## config.mk

```make
export PLATFORM = sky130hd
export DESIGN_NAME = mcfp_alloc
export DESIGN_NICKNAME = d
export VERILOG_FILES = /design/src/rtl/mcfp_pkg.sv /design/src/rtl/mcfp_alloc.sv
export SDC_FILE = /design/constraint.sdc
export NUM_CORES = 1
export LEC_CHECK = 0
export ABC_AREA = 0
export ABC_CLOCK_PERIOD_IN_PS = 2150
export BUFFER_PORTS_ARGS = -buffer_cell sky130_fd_sc_hd__buf_4
export CORE_MARGIN = 2
export CORE_UTILIZATION = 40
export CTS_BUF_LIST = sky130_fd_sc_hd__clkbuf_4 sky130_fd_sc_hd__clkbuf_8 sky130_fd_sc_hd__clkbuf_16
export DETAILED_ROUTE_END_ITERATION = 8
export GPL_ROUTABILITY_DRIVEN = 0
export SLEW_MARGIN = 40
export SYNTH_ARGS = -nofsm -noshare
export SYNTH_HDL_FRONTEND = slang
export SYNTH_SLANG_ARGS = --single-unit
```

## constraint.sdc

```tcl
create_clock -name clk -period 2.15 [get_ports clk]
set_input_delay 0.1075 -clock clk [delete_from_list [all_inputs] [get_ports clk]]
set_output_delay 0.1075 -clock clk [all_outputs]
set_load 0.01 [all_outputs]
```

## src/rtl/mcfp_pkg.sv

```systemverilog
package mcfp_pkg;

	// Widths fixed by the item fields.
	localparam int CAP_W  = 9;
	localparam int PTR_W  = 8;
	localparam int WORD_W = 32;

	typedef enum logic [1:0] {
		CMD_CREATE  = 2'd0,
		CMD_SEND    = 2'd1,
		CMD_RECEIVE = 2'd2,
		CMD_CLOSE   = 2'd3
	} cmd_t;

	typedef enum logic [2:0] {
		ST_OK       = 3'd0,
		ST_NOT_OPEN = 3'd1,
		ST_BAD_CAP  = 3'd2,
		ST_NO_FREE  = 3'd3,
		ST_FULL     = 3'd4,
		ST_EMPTY    = 3'd5
	} status_t;

	typedef enum logic [1:0] {
		FSM_IDLE,
		FSM_EXEC,
		FSM_POP
	} fsm_state_t;

	// Per-channel descriptor held in the descriptor memory.
	typedef struct packed {
		logic [CAP_W-1:0] cap;
		logic [CAP_W-1:0] fill;
		logic [PTR_W-1:0] head;
		logic [PTR_W-1:0] tail;
	} desc_t;

	// Update request to the channel allocator.
	typedef struct packed {
		logic set_open;
		logic clr_open;
	} alloc_op_t;

endpackage

```

## src/rtl/mcfp_alloc.sv

```systemverilog
module mcfp_alloc import mcfp_pkg::*; #(
	parameter int CHANNELS = 16,
	parameter int CW       = 4
) (
	input  logic          clk,
	input  logic          arst_n,
	input  alloc_op_t     op,
	input  logic [CW-1:0] set_idx,
	input  logic [CW-1:0] clr_idx,
	input  logic [CW-1:0] query_idx,
	output logic          open_bit,
	output logic          free_found,
	output logic [CW-1:0] free_idx
);

	logic [CHANNELS-1:0] open_q;

	always_ff @(posedge clk or negedge arst_n) begin
		if (!arst_n) begin
			open_q <= '0;
		end else begin
			if (op.set_open) begin
				open_q[set_idx] <= 1'b1;
			end
			if (op.clr_open) begin
				open_q[clr_idx] <= 1'b0;
			end
		end
	end

	assign open_bit = open_q[query_idx];

	// Priority encoder: the lowest closed channel wins.
	always_comb begin
		free_found = 1'b0;
		free_idx   = '0;
		for (int i = CHANNELS - 1; i >= 0; i--) begin
			if (!open_q[i]) begin
				free_found = 1'b1;
				free_idx   = CW'(i);
			end
		end
	end

endmodule

```

# Word level (Yosys, flattened, before mapping)
# Index checks and enable logic that the tools add are counted.
# classes
order_cmp	5
muxes	40
bitwise_logic	3
reduce_logical	2
# ops
cell	n
two-way mux 4 bit	16
two-way mux 16 bit	2
two-way mux 1 bit	19
bitwise AND 16 bit	1
inverter 16 bit	1
OR 16 bit	1
less-than comparator 4 x 5 -> 1 bit (second input constant)	3
demux 1 bit (select 4 bit)	2
greater-or-equal comparator 4 x 1 -> 1 bit (second input constant)	2
binary-select mux 1 bit (select 4 bit)	1
logical AND 1 bit	2
# word_totals
reg_bits	16
input_bits	16
wordCells	51

# Depth between registers and ports, before layout
# depth
ltp_word	16
depth_mapped	4
depth_no_buf	4

# Worst setup path after synthesis
# No wires, ideal clock.
# synth_timing
path_kind	register -> output
startpoint	register open_q[2]
endpoint	output open_bit
t_arrival_ns	1.264
path_slack_ns	0.778
stages_incl_launch_ff	5
cell_sequence	dfrtp_1 mux4_2 nor2b_1 a211oi_1 a21oi_1
# synth_between
elab_chain_len	2
# synth_rtl
item	line	source
from (decl)	mcfp_alloc.sv:16	logic [CHANNELS-1:0] open_q;
from (signal assigned)	mcfp_alloc.sv:20	open_q <= '0;
from (signal, indexed assignment)	mcfp_alloc.sv:23	open_q[set_idx] <= 1'b1;
from (signal, indexed assignment)	mcfp_alloc.sv:26	open_q[clr_idx] <= 1'b0;
binary-select mux 1 bit (select 4 bit)	mcfp_alloc.sv:31	assign open_bit = open_q[query_idx];
two-way mux 1 bit (implied by the code)	mcfp_alloc.sv:31	
to (decl)	mcfp_alloc.sv:11	output logic open_bit,
# No other way between the ends. The select of a mux whose other input is x is not followed.

# Worst setup path in the final report
# Same ends and word-level chain as after synthesis.

==> metrics.yaml <==
hold_viol_final: 0
diodes: 0
htree_levels: 1
fin_skew_ns: 0
path_clk_slew_ns: 0.10
via_per_inst: 6.03
root_buffer: "clkbuf_4"
seq_area_frac_synth_pct: 41.8
clock_path_buffers: 2
grt_overflow_total: 0
crit_path_top_delay_cell: "mux4_2"
synth.yosys.warnings: 0
final_common_cell: "a21oi_1"
peakVddDrop_uv: 479
r2r_cells: 2
internal_power_uw: 611
initial_core_util_pct: 42.9
outcome: "complete, no violations"
postRouteAntennaNets: 0
cp_data_arrival_time_ns: 1.74
slew_headroom_pct: 57.2
dr.pass1.iters: 4
grt_use_total_pct: 20.5
clock_latency_ns: 0.29
setup_viol: 0
largest_reg_flops: 16
synth_cell_types: 22
antenna_found_initial: 0
cap_violations: 0
finalSetupTns_ns: 0
crit_type: "reg -> out"
avgSynthCellArea_um2: 9.38
synth_area_um2: 957
tritoncts: "built"
pwr-share-seq_pct: 50.0
switching_share_pct: 33.4
dpl.hpwl_um: 1910
die_w_um: 52.9
die_h_um: 52.9
period_needed_ns: 1.85
drtIter0Drc: 23
cts_resized: 0
cts_buffers: 3
core_um2: 2230
fmax_mhz: 540
final_layout_size_suffix_gt1_share_pct: 20.3
ys_ff_latch: 16
power_switching_uw: 306
power_density_nw_per_um2: 767
setup.worst_path.start_class: "flip-flop"
hold_class: "in -> reg"
final_cell_mix: "a21oi_1, buf_4, dfrtp_1, a31oi_1, nand2_1"
numPortBuffers: 21
drc: 0
final_util_pct: 53.6
finalCritPeriodShare_pct: 86.1
grt_max_degree: 17
num-nets-final: 145
grt_pass1_wl_um: 4070
largest_register: "open_q"
max_stage_delay_ns: 0.48
ios: 22
worstPathRequired_ns: 2.04
fp-row-count: 17
crit_fanout: 6
postSynthNetCount: 118
p_leak_nw: 0.521
worst_pin_slew_ns: 0.641
area_delta_synth_final_pct: 25.0
synthCells: 102
grt_pass1_vias: 866
rsz0062_at_grt: "false"
p_comb_share_pct: 28.2
clock_sinks: 16
vias: 941
wl_um: 2440
slew_violations: 0
crit_chain: "mux4_2 > nor2b_1 > a211oi_1 > a21oi_1 > buf_4"
wl_per_cell_um: 15.7
min_path_cells: 2
endpoint_kind: "primary output"
clkPwrFrac_pct: 21.8
dieArea_um2: 2800
top_regs: "open_q (16)"
[final cells by class]
class	instances	area (um2)
Sequential cell	16	400
Inverter	3	11.3
Clock buffer	4	36.3
Multi-Input combinational cell	83	546
Tap cell	28	35.0
Fill cell	209	1040
Timing Repair Buffer	22	168
[through the flow]
step                cells  total power, mW  worst slack, ns  area, um2  hold WS, ns
floorplan             102            0.605            0.778        957       -0.188
global placement      151            0.718            0.624       1150      -0.0252
detailed placement    151            0.724            0.598       1150      -0.0241
global route          156            0.986            0.178       1200       0.0370
CTS                   156            0.924            0.275       1200       0.0328
finish                156            0.917            0.298       1200       0.0284
[worst max-delay path, delay by kind of cell, from the launching register on]
kind	cells	cell delay [ns]
and+or+nand+nor	1	0.14
AOI/OAI and AO/OA	2	0.26
DFF	1	0.44
muxes	1	0.48
buffers and inverters	1	0.14
[cells in the mapped netlist (all sizes together)]
cell type  count  area, um2
and3           2       12.5
nor2           7       26.3
mux4           4        101
nand2          8       30.0
nor3           2       10.0
nor2b          6       37.5
a31oi         10       62.6
inv            3       11.3
nor3b          2       15.0
a211oi         1       7.51
nand4          3       18.8
o211ai         1       7.51
o21ai          1       5.00
nand2b         2       12.5
o2111ai        2       17.5
a32o           1       10.0
a21oi         27        135
mux2i          1       10.0
and4           1       8.76
dfrtp         16        400
and3b          2       17.5
[routing by layer]
metal	vias up	wire length, um	GRT usage [%]
met5	-	0	0
met4	0	58	7.69
met3	7	100	1.69
met2	30	1210	35.4
met1	449	1070	26.6
li1	455	-	-
[path summary, 6_finish.rpt]
kind	startpoint	end	slack (ns)
min	clr_idx[2]	open_q[13]	0.03
max in group asynchronous	arst_n	open_q[1]	1.77
min reg2reg	open_q[9]	open_q[9]	0.61
max reg2reg	open_q[12]	open_q[12]	1.37
max	open_q[2]	open_bit	0.30
min in group asynchronous	arst_n	open_q[10]	0.19
[cells by family after synthesis]
| group | Yosys count | synth area share (%) |
|---|---|---|
| buf+inv | 3 | 1.18 |
| mux | 5 | 11.6 |
| simple gates | 35 | 19.7 |
| flops | 16 | 41.8 |
| compound gates | 43 | 25.6 |
[what timing repair did]
action                    4_1_cts  5_1_grt
buffers inserted                0        0
hold endpoints to repair       16        0
hold buffers                    1        0
[power by group through the flow]
stage	registers, mW	clock network [mW]	logic, mW
6_report	0.458	0.200	0.259
3_3_place_gp	0.458	0	0.260
4_1_cts	0.458	0.203	0.263
3_5_place_dp	0.464	0	0.261
5_1_grt	0.475	0.213	0.299
2_1_floorplan	0.434	0	0.172
Power figures use the tool's default switching activity.
